$ cat config.mk
export PLATFORM = sky130hd
export DESIGN_NAME = modular_exponentiation_top
export DESIGN_NICKNAME = d
export VERILOG_FILES = /design/src/hw/rtl/modexp_pkg.sv /design/src/hw/rtl/modular_exponentiation_top.sv /design/src/hw/rtl/modexp_mulmod.sv
export SDC_FILE = /design/constraint.sdc
export NUM_CORES = 1
export LEC_CHECK = 0
export BUFFER_PORTS_ARGS = -buffer_cell sky130_fd_sc_hd__buf_2
export CORE_ASPECT_RATIO = 1.4
export CORE_MARGIN = 3
export CORE_UTILIZATION = 40
export DETAILED_ROUTE_END_ITERATION = 8
export SYNTH_ARGS = -nofsm -noshare
export SYNTH_HDL_FRONTEND = slang
export SYNTH_SLANG_ARGS = --single-unit
$ cat constraint.sdc
create_clock -name clk -period 12.05 [get_ports clk]
set_input_delay 0.6025 -clock clk [delete_from_list [all_inputs] [get_ports clk]]
set_output_delay 0.6025 -clock clk [all_outputs]
set_load 0.1 [all_outputs]
$ cat src/hw/rtl/modexp_pkg.sv
// Package for the modular exponentiation block.
// Holds the input and output word types and the multiplier status type.
// No dependencies.
package modexp_pkg;

	// One input word: base, exponent and modulus, all unsigned.
	typedef struct packed {
		logic [31:0] base;
		logic [31:0] exponent;
		logic [31:0] modulus;
	} in_word_t;

	// One output word: the power and the zero modulus flag.
	typedef struct packed {
		logic [31:0] power_result;
		logic        zero_modulus_error;
	} out_word_t;

	// Status of the shared modular multiplier.
	typedef struct packed {
		logic busy;
		logic done;
	} mm_status_t;

endpackage

$ cat src/hw/rtl/modular_exponentiation_top.sv
// Modular exponentiation, right-to-left square-and-multiply on one shared multiplier.
// A word takes (L + 1) to 2L multiplications on the shared unit, L being the exponent's
// bit length. Words are taken one at a time: in_ready is high only in the idle state.
// Zero exponent or zero modulus skips the multiplier: the word goes straight from idle
// to the finish state, where the result is registered for output.
// Reset clears control only. Depends on modexp_pkg and modexp_mulmod.
module modular_exponentiation_top #(
	parameter int WIDTH = 32
) (
	input  logic                  clk,
	input  logic                  arst_n,
	input  logic                  in_valid,
	output logic                  in_ready,
	input  modexp_pkg::in_word_t  in_data,
	output logic                  out_valid,
	input  logic                  out_ready,
	output modexp_pkg::out_word_t out_data
);

	// Sequencer states.
	localparam logic [2:0] S_IDLE   = 3'd0;
	localparam logic [2:0] S_REDUCE = 3'd1;
	localparam logic [2:0] S_DECIDE = 3'd2;
	localparam logic [2:0] S_MUL    = 3'd3;
	localparam logic [2:0] S_SQR    = 3'd4;
	localparam logic [2:0] S_FINISH = 3'd5;

	logic [2:0]            state_q;
	logic [2:0]            state_d;
	logic [WIDTH-1:0]      e_q;
	logic [WIDTH-1:0]      acc_q;
	logic [WIDTH-1:0]      sq_q;
	logic [WIDTH-1:0]      mod_q;
	modexp_pkg::out_word_t res_q;
	modexp_pkg::out_word_t out_q;
	logic                  out_valid_q;

	logic [WIDTH-1:0] base_w;
	logic [WIDTH-1:0] exp_w;
	logic [WIDTH-1:0] mod_w;
	logic [WIDTH-1:0] one_r;
	logic [WIDTH-1:0] fin_acc;
	logic [31:0]      fin_res;
	logic             accept;
	logic             finish_go;

	logic                   mm_start;
	logic [WIDTH-1:0]       mm_x;
	logic [WIDTH-1:0]       mm_y;
	logic [WIDTH-1:0]       mm_n;
	logic [WIDTH-1:0]       mm_r;
	modexp_pkg::mm_status_t mm_st;

	// The input fields are masked or zero-extended to the datapath width, and the
	// accumulator is cut or zero-extended back to the 32-bit result field.
	generate
		if (WIDTH > 32) begin : g_wide
			assign base_w  = {{(WIDTH-32){1'b0}}, in_data.base};
			assign exp_w   = {{(WIDTH-32){1'b0}}, in_data.exponent};
			assign mod_w   = {{(WIDTH-32){1'b0}}, in_data.modulus};
			assign fin_res = fin_acc[31:0];
		end else if (WIDTH == 32) begin : g_equal
			assign base_w  = in_data.base;
			assign exp_w   = in_data.exponent;
			assign mod_w   = in_data.modulus;
			assign fin_res = fin_acc;
		end else begin : g_narrow
			assign base_w  = in_data.base[WIDTH-1:0];
			assign exp_w   = in_data.exponent[WIDTH-1:0];
			assign mod_w   = in_data.modulus[WIDTH-1:0];
			assign fin_res = {{(32-WIDTH){1'b0}}, fin_acc};
		end
	endgenerate

	// One reduced modulo n: zero when the modulus is one.
	assign one_r = {{(WIDTH-1){1'b0}}, (mod_w != {{(WIDTH-1){1'b0}}, 1'b1})};

	assign in_ready  = (state_q == S_IDLE);
	assign accept    = in_valid && in_ready;
	assign finish_go = !out_valid_q || out_ready;

	// The accumulator that ends the run comes straight from the multiplier when
	// the last set exponent bit has just been multiplied in.
	assign fin_acc = (state_q == S_MUL) ? mm_r : acc_q;

	// Multiplier launches. The base is first reduced by multiplying it with one
	// modulo n, so every later operand is below the modulus as the unit needs.
	// The input word may change once taken, so later launches use the held modulus.
	always_comb begin
		mm_start = 1'b0;
		mm_x     = sq_q;
		mm_y     = sq_q;
		mm_n     = mod_q;
		state_d  = state_q;
		unique case (state_q)
			S_IDLE: begin
				if (accept) begin
					if (mod_w == '0 || exp_w == '0) begin
						state_d = S_FINISH;
					end else begin
						mm_start = 1'b1;
						mm_x     = one_r;
						mm_y     = base_w;
						mm_n     = mod_w;
						state_d  = S_REDUCE;
					end
				end
			end
			S_REDUCE: begin
				if (mm_st.done) begin
					state_d = S_DECIDE;
				end
			end
			S_DECIDE: begin
				if (e_q == '0) begin
					state_d = S_FINISH;
				end else if (e_q[0]) begin
					mm_start = 1'b1;
					mm_x     = acc_q;
					state_d  = S_MUL;
				end else begin
					mm_start = 1'b1;
					state_d  = S_SQR;
				end
			end
			S_MUL: begin
				if (mm_st.done) begin
					if (e_q[WIDTH-1:1] != '0) begin
						mm_start = 1'b1;
						state_d  = S_SQR;
					end else begin
						state_d = S_FINISH;
					end
				end
			end
			S_SQR: begin
				if (mm_st.done) begin
					state_d = S_DECIDE;
				end
			end
			S_FINISH: begin
				if (finish_go) begin
					state_d = S_IDLE;
				end
			end
			default: begin
				state_d = S_IDLE;
			end
		endcase
	end

	always_ff @(posedge clk or negedge arst_n) begin
		if (!arst_n) begin
			state_q     <= S_IDLE;
			out_valid_q <= 1'b0;
		end else begin
			state_q <= state_d;
			if (state_q == S_FINISH && finish_go) begin
				out_valid_q <= 1'b1;
			end else if (out_ready) begin
				out_valid_q <= 1'b0;
			end
		end
	end

	// Datapath registers. The modulus is held here for every launch after the first.
	always_ff @(posedge clk) begin
		unique case (state_q)
			S_IDLE: begin
				e_q   <= exp_w;
				mod_q <= mod_w;
				if (mod_w == '0) begin
					res_q.power_result       <= '0;
					res_q.zero_modulus_error <= 1'b1;
				end else begin
					res_q.power_result       <= 32'd1;
					res_q.zero_modulus_error <= 1'b0;
				end
				acc_q <= one_r;
			end
			S_REDUCE: begin
				if (mm_st.done) begin
					sq_q <= mm_r;
				end
			end
			S_DECIDE: begin
				if (e_q == '0) begin
					res_q.power_result       <= fin_res;
					res_q.zero_modulus_error <= 1'b0;
				end else if (!e_q[0]) begin
					e_q <= e_q >> 1;
				end
			end
			S_MUL: begin
				if (mm_st.done) begin
					acc_q                    <= mm_r;
					e_q                      <= e_q >> 1;
					res_q.power_result       <= fin_res;
					res_q.zero_modulus_error <= 1'b0;
				end
			end
			S_SQR: begin
				if (mm_st.done) begin
					sq_q <= mm_r;
				end
			end
			S_FINISH: begin
				if (finish_go) begin
					out_q <= res_q;
				end
			end
			default: begin
			end
		endcase
	end

	modexp_mulmod #(
		.WIDTH(WIDTH)
	) u_mulmod (
		.clk    (clk),
		.arst_n (arst_n),
		.start  (mm_start),
		.x      (mm_x),
		.y      (mm_y),
		.n      (mm_n),
		.r      (mm_r),
		.status (mm_st)
	);

	assign out_valid = out_valid_q;
	assign out_data  = out_q;

	// An accepted word always takes the sequencer out of idle.
	assert property (@(posedge clk) disable iff (!arst_n)
		accept |=> !in_ready)
	else $error("input taken again right after a word was accepted");

	// The multiplier is only launched when it is free.
	assert property (@(posedge clk) disable iff (!arst_n)
		mm_start |-> !mm_st.busy)
	else $error("multiplier launched while busy");

	// A finished multiplication is only seen in a state that waits for one.
	assert property (@(posedge clk) disable iff (!arst_n)
		mm_st.done |-> (state_q == S_REDUCE || state_q == S_MUL || state_q == S_SQR))
	else $error("multiplier finished outside a multiply state");

	// The zero modulus flag always comes with a zero result.
	assert property (@(posedge clk) disable iff (!arst_n)
		(out_valid_q && out_q.zero_modulus_error) |-> (out_q.power_result == 32'd0))
	else $error("zero modulus flag with a nonzero result");

endmodule

$ cat src/hw/rtl/modexp_mulmod.sv
// Bit-serial modular multiplier, one bit of the multiplier operand per cycle.
// Depends on modexp_pkg for the status type.
module modexp_mulmod #(
	parameter int WIDTH = 32
) (
	input  logic                   clk,
	input  logic                   arst_n,
	input  logic                   start,
	input  logic [WIDTH-1:0]       x,
	input  logic [WIDTH-1:0]       y,
	input  logic [WIDTH-1:0]       n,
	output logic [WIDTH-1:0]       r,
	output modexp_pkg::mm_status_t status
);

	localparam int CW = $clog2(WIDTH + 1);

	logic [WIDTH-1:0] r_q;
	logic [WIDTH-1:0] x_q;
	logic [WIDTH-1:0] y_q;
	logic [WIDTH-1:0] n_q;
	logic [CW-1:0]    cnt_q;
	logic             busy_q;
	logic             done_q;

	logic [WIDTH+1:0] sum;
	logic [WIDTH+1:0] n1;
	logic [WIDTH+1:0] n2;
	logic [WIDTH+1:0] red;

	// The partial result stays below n and x is below n, so 2r + x is below 3n.
	// Comparing against n and 2n in parallel settles the reduction in one step.
	always_comb begin
		n1  = {2'b00, n_q};
		n2  = {1'b0, n_q, 1'b0};
		sum = {1'b0, r_q, 1'b0} + (y_q[WIDTH-1] ? {2'b00, x_q} : '0);
		priority if (sum >= n2) begin
			red = sum - n2;
		end else if (sum >= n1) begin
			red = sum - n1;
		end else begin
			red = sum;
		end
	end

	always_ff @(posedge clk or negedge arst_n) begin
		if (!arst_n) begin
			busy_q <= 1'b0;
			done_q <= 1'b0;
			cnt_q  <= '0;
		end else begin
			done_q <= 1'b0;
			if (start) begin
				busy_q <= 1'b1;
				cnt_q  <= CW'(WIDTH);
			end else if (busy_q) begin
				cnt_q <= cnt_q - CW'(1);
				if (cnt_q == CW'(1)) begin
					busy_q <= 1'b0;
					done_q <= 1'b1;
				end
			end
		end
	end

	always_ff @(posedge clk) begin
		if (start) begin
			r_q <= '0;
			x_q <= x;
			y_q <= y;
			n_q <= n;
		end else if (busy_q) begin
			r_q <= red[WIDTH-1:0];
			y_q <= {y_q[WIDTH-2:0], 1'b0};
		end
	end

	assign r           = r_q;
	assign status.busy = busy_q;
	assign status.done = done_q;

endmodule
==> metrics.md, run 1 <==
| Metric | Value |
|---|---|
| Outcome | finished, final reports clean |
| Sequential cell area fraction in the yosys report | 0.513 |
| Routed vias | 13,624 |
| Max Clk Rate | 143 MHz |
| CTS clock-pin slew for the worst setup and hold paths | 0.07 ns |
| R2r worst-path depth | 21 |
| DRC errors left | 0 |
| WP data arrival | 7.44 ns |
| Main area contributors after synthesis | edfxtp_1 46%, ha_1 6.4%, dfxtp_1 3.4% |
| Final ANT Viol Nets | 0 |
| Initial antenna violation count | 0 |
| Initial drt markers | 799 |
| # nets final | 1,982 |
| IO Pins | 135 |
| Wirelength per Cell | 20.7 um |
| Slew Limit Headroom | 0.187 |
| Worst EP required | 12.50 ns |
| Post-synth ARST share | 0.0359 |
| Die width | 189 um |
| Tot GR Track Use | 0.198 |
| Clock latency reported for the late side of the worst-skew pair | 0.55 ns |
| Gr ovfl total | 0 |
| Max-slew violation count | 0 |
| Hold EP | mod_q[18] |
| Die area | 49,700 um^2 |
| Port bufs | 134 |
| Largest net degree at the start of global routing | 67 |
| Top-count cell post-synth | edfxtp_1 |
| Post-synth top cells | 290 x edfxtp_1, 118 x nand2_1, 97 x ha_1 |
| Crit Path Class | flip-flop to flip-flop |
| DR vias/cell | 5.62 |
| Count of cell types in the netlist | 92 |
| # Post-CTS Setup Buffers | 0 |
| TritonCTS clock tree | yes |
| Post-Syn Area | 18,800 um^2 |
| Fillers | 4,390 |
| CTS Buf Count | 35 |
| Worst Tran Pin Value | 1.22 ns |
| Vias in the first global route | 13,743 |
| Core Area | 46,300 um^2 |
| H-tree Lvls | 2 |
| Fraction of layout cells with a size suffix above 1 | 0.160 |
| Hpwl dp | 37,100 um |
| Detailed Routing Iterations Pass 1 | 5 |
| Die Y | 263 um |
| Post-synth EDFFs | 290 |
| Post-cts resize count | 0 |
| Synth Register Bits | 334 |
| Post-layout min period | 6.99 ns |
| Worst Clk Skew | 0.0323 ns |
| First-pass GRT wire length | 78,500 um |
| CTS Sinks | 334 |
| Routed wire length | 50,300 um |
| Final setup fails | 0 |
| Root buffer cell | clkbuf_16 |
| Clk buf depth | 3 |
| Cells after Synth | 1,668 |
| Worst setup SP type | flip-flop |
| Area Growth Syn to Fin | 12.8% |
| Period utilization | 0.580 |
| Worst Hold Class | input pin to flip-flop |
| Maximum Capacitance Violations | 0 |
| CTS Hold Bufs | 1 |
| Synth top area share | 0.463 |
| Ys Warns | 0 |
| Mean Syn Cell Area | 11.3 um^2 |
| Hold depth | 1 |
| Worst R2R Start | u_mulmod.y_q[31] |
| RSZ-0062 raised after global routing | no |
| R2r setup slk | 5.06 ns |
| Row count | 93 |
| Syn Nets | 1,868 |
| Final hold viol count | 0 |
| Yosys top cell by area | edfxtp_1 |
| Most used DFF post-synth | edfxtp_1 |
| Final RePlAce weighted congestion | 0.953 |
| Final setup TNS | 0 ns |
| Initial Utilization | 0.406 |
| Max FO, Critical Path | 32 |
| Worst hold start | in_data[18] |
| Setup crit end kind | flip-flop |
| Worst r2r dst | u_mulmod.r[25] |
-- cell usage in the layout, fill, tap and decap left out, types with 30 or more instances in the layout --
cell type and count:
nand2_1 118, ha_1 97, nand3_1 30, dfxtp_1 32
xnor2_1 52, buf_2 134, and3_1 40, clkbuf_16 36
edfxtp_1 290, mux2i_1 47, and2_1 39, a22o_1 61
nor4_1 31, nor2_1 84, mux2_2 34, inv_1 63
o21ai_0 83, a21o_1 72, a21oi_1 83
-- critical path, cell delays in order (launching register included) --
cell	delay, ns
edfxtp_1	0.92
and2_1	0.26
ha_1	0.20
inv_1	0.07
fa_1	0.42
nor2b_2	0.16
o211ai_2	0.11
a31oi_2	0.31
o221ai_4	0.20
a211oi_1	0.32
a311oi_1	0.19
xnor2_1	0.42
ha_1	0.39
a21oi_1	0.23
nor2_1	0.09
o21ai_0	0.27
a211oi_1	0.15
o31ai_1	0.42
a211oi_2	0.24
nor3_4	0.64
nand2_1	0.51
o31ai_1	0.36
-- worst max-delay path by stage --
stage / depth (start not counted) / from / endpoint
floorplan: 7 / state_q[1] / u_mulmod.n_q[0]
global placement: 21 / u_mulmod.y_q[31] / u_mulmod.r[24]
detailed placement: 21 / u_mulmod.y_q[31] / u_mulmod.r[25]
CTS: 21 / u_mulmod.y_q[31] / u_mulmod.r[25]
global route: 21 / u_mulmod.y_q[31] / u_mulmod.r[25]
finish: 21 / u_mulmod.y_q[31] / u_mulmod.r[25]
-- state kept, by name (all words and copies together) (netlist names) --
register         flops
acc_q               32
e_q                 32
mod_q               32
out_data            33
out_valid            1
res_q               33
sq_q                32
state_q              3
u_mulmod.busy_q      1
u_mulmod.cnt_q       6
u_mulmod.done_q      1
u_mulmod.n_q        32
u_mulmod.r          32
u_mulmod.x_q        32
u_mulmod.y_q        32
-- stage by stage --
step,hold WS [ns],setup WS [ns],area [um^2],utilization,instances
2_1_floorplan,0.307,3.79,18800,-,1668
3_3_place_gp,0.400,5.40,20100,0.435,2361
3_5_place_dp,0.405,5.14,20100,0.435,2361
4_1_cts,0.244,5.08,21200,0.458,2425
5_1_grt,0.251,4.33,21200,0.458,2425
6_report,0.272,5.06,21200,0.458,2426
-- layout make-up --
| class | count | area, um^2 | area share |
|---|---|---|---|
| multi-input cells | 1195 | 8680 | 0.409 |
| repair buffers | 150 | 793 | 0.0374 |
| inverters | 66 | 248 | 0.0117 |
| well taps | 617 | 772 | 0.0364 |
| diodes | 1 | 2.50 | 0.000118 |
| clock inverters | 24 | 170 | 0.00802 |
| clock buffers | 39 | 912 | 0.0430 |
| flip-flops and latches | 334 | 9650 | 0.455 |
-- cells by family after synthesis --
family | Yosys count | share of synthesized area
xor+xnor | 77 | 0.0358
simple gates | 439 | 0.118
compound gates | 497 | 0.190
buf+inv | 139 | 0.0302
flops | 334 | 0.513
fa+ha+maj | 100 | 0.0677
mux | 82 | 0.0461
-- per-layer routing --
metal,track usage,up-vias,routed length [um]
li1,-,6665,-
met1,0.264,6567,22300
met2,0.337,315,24200
met3,0.0220,77,2010
met4,0.0688,0,1750
met5,0,-,0
Power of run 1 is left out: the tool's default activity adds up to more than one toggle a clock period on the data nets, which glitch-free logic cannot reach.
==> run 2, diff against run 1 <==
==> constraint.sdc (replaced) <==
create_clock -name clk -period 6 [get_ports clk]
set_input_delay 0.3 -clock clk [delete_from_list [all_inputs] [get_ports clk]]
set_output_delay 0.3 -clock clk [all_outputs]
set_load 0.1 [all_outputs]
==> run 2 against run 1 <==
Effect of this change:
- non-clock buffer count up 96
- first-iteration DRC count is 14% higher
- final area increased by 4.1%
- worst hold slack got worse by 0.21 ns
- clock skew fell by 0.017 ns
- global-route usage grew 0.50 points
- wire length increased by 2.5%
- critical path depth up 5
- critical endpoint is now u_mulmod.r[10]
==> metrics.md, run 2 (same netlist as run 1, synthesis figures left out) <==
| Metric | Value |
|---|---|
| DR vias/cell | 5.56 (was 5.62) |
| Detailed Routing Iterations Pass 1 | 5 (unchanged) |
| CTS Sinks | 334 (unchanged) |
| Final ANT Viol Nets | 0 (unchanged) |
| Slew Limit Headroom | 0.169 (was 0.187) |
| Final hold viol count | 0 (unchanged) |
| Crit path top cell by count | buf_4 |
| Vias in the first global route | 14,200 (was 13,743) |
| First-pass GRT wire length | 80,600 um (was 78,500 um) |
| Worst Hold Class | input pin to flip-flop (unchanged) |
| Row count | 93 (unchanged) |
| Post-layout min period | 5.66 ns (was 6.99 ns) |
| Commonest non-fill, non-tap cell in the layout | edfxtp_1 (unchanged) |
| Tot GR Track Use | 0.203 (was 0.198) |
| Die Y | 263 um (unchanged) |
| Worst Clk Skew | 0.0149 ns (was 0.0323 ns) |
| Max FO, Critical Path | 14 (was 32) |
| Ant diodes | 0 (was 1) |
| Final setup fails | 0 (unchanged) |
| Largest net degree at the start of global routing | 81 (was 67) |
| Routed vias | 14,004 (was 13,624) |
| IO Pins | 135 (unchanged) |
| # nets final | 2,079 (was 1,982) |
| Core Area | 46,300 um^2 (unchanged) |
| Hpwl dp | 38,300 um (was 37,100 um) |
| CTS Buf Count | 36 (was 35) |
| Most frequent cells in the layout | 290 x edfxtp_1, 134 x buf_2, 118 x nand2_1, 97 x ha_1, 84 x nor2_1 (unchanged) |
| Die area | 49,700 um^2 (unchanged) |
| Outcome | finished, final reports clean (unchanged) |
| Worst setup SP type | flip-flop (unchanged) |
| Root buffer cell | clkbuf_16 (unchanged) |
| Slowest CP cell | edfxtp_1 (unchanged) |
| Wirelength per Cell | 20.5 um (was 20.7 um) |
| Crit-path max cell delay | 0.48 ns (was 0.92 ns) |
| Die width | 189 um (unchanged) |
| Maximum Capacitance Violations | 0 (unchanged) |
| Area Growth Syn to Fin | 17.4% (was 12.8%) |
| Setup crit end kind | flip-flop (unchanged) |
| DRC errors left | 0 (unchanged) |
| Port bufs | 134 (unchanged) |
| Clk buf depth | 3 (unchanged) |
| Final setup TNS | 0 ns (unchanged) |
| Post-Layout Cell Count | 2,520 (was 2,426) |
| Placed insts | 2,421 (was 2,361) |
| CTS clock-pin slew for the worst setup and hold paths | 0.06 ns (was 0.07 ns) |
| TritonCTS clock tree | yes (unchanged) |
| WP data arrival | 6.07 ns (was 7.44 ns) |
| Max Clk Rate | 177 MHz (was 143 MHz) |
| Hold Slack | 0.0664 ns (was 0.272 ns) |
| Gr ovfl total | 0 (unchanged) |
| Initial drt markers | 911 (was 799) |
| Fraction of layout cells with a size suffix above 1 | 0.188 (was 0.160) |
| Worst Tran Pin Value | 1.25 ns (was 1.22 ns) |
| Clock latency reported for the late side of the worst-skew pair | 0.53 ns (was 0.55 ns) |
| Period utilization | 0.943 (was 0.580) |
| Routed wire length | 51,500 um (was 50,300 um) |
| Final RePlAce weighted congestion | 0.914 (was 0.953) |
| Crit Path Class | flip-flop to flip-flop (unchanged) |
| Worst EP required | 6.42 ns (was 12.50 ns) |
| Initial Utilization | 0.406 (unchanged) |
| Max-slew violation count | 0 (unchanged) |
| H-tree Lvls | 2 (unchanged) |
| Initial antenna violation count | 0 (unchanged) |
[run 2: worst paths after layout]
| check | from | to | slack [ns] | depth (start not counted) |
|---|---|---|---|---|
| hold reg to reg | res_q[6] | out_data[6] | 0.41 | 0 |
| setup / recovery | u_mulmod.y_q[31] | u_mulmod.r[10] | 0.34 | 26 |
| setup reg to reg | u_mulmod.y_q[31] | u_mulmod.r[10] | 0.34 | 26 |
| max in group asynchronous | arst_n | u_mulmod.cnt_q[1] | 5.58 | 2 |
| min in group asynchronous | arst_n | state_q[2] | 0.18 | 2 |
| hold / removal | in_data[63] | e_q[31] | 0.07 | 2 |
[run 2: routing by layer]
layer  track usage  routed length [um]
met1         0.270               23200
met2         0.355               25300
met3        0.0216                1720
met4        0.0544                1330
met5             0                   0
[run 2: what timing repair did]
item / 4_1_cts / 5_1_grt
resized for setup: 0 / 13
hold buffers: 31 / 1
endpoints found under the setup margin: 0 / 31
hold endpoints to repair: 42 / 1
buffers inserted: 0 / 5
[run 2: worst max-delay path: cells and delay by family (launching register included)]
kind / cells / cell delay [ns]
AND/OR/NAND/NOR: 7 / 1.31
buffers and inverters: 6 / 1.05
adder cells (fa/ha/maj): 2 / 0.64
multiplexers: 1 / 0.11
flip-flops: 1 / 0.48
AO/OA/AOI/OAI: 10 / 1.95
[run 2: stage by stage]
stage	setup slack (ns)	utilization	instance area [um^2]
2_1_floorplan	0.718	-	18800
3_3_place_gp	0.311	0.445	20600
3_5_place_dp	0.209	0.445	20600
4_1_cts	0.188	0.474	22000
5_1_grt	-0.0141	0.477	22100
6_report	0.345	0.477	22100
[run 2: cell type report]
cell class,instances,area [um^2]
Fill cell,4281,24200
Sequential cell,334,9650
Multi-Input combinational cell,1195,8760
Timing Repair Buffer,246,1590
Clock buffer,44,931
Tap cell,617,772
Inverter,66,248
Clock inverter,18,141
Power of run 2 is left out for the same reason.
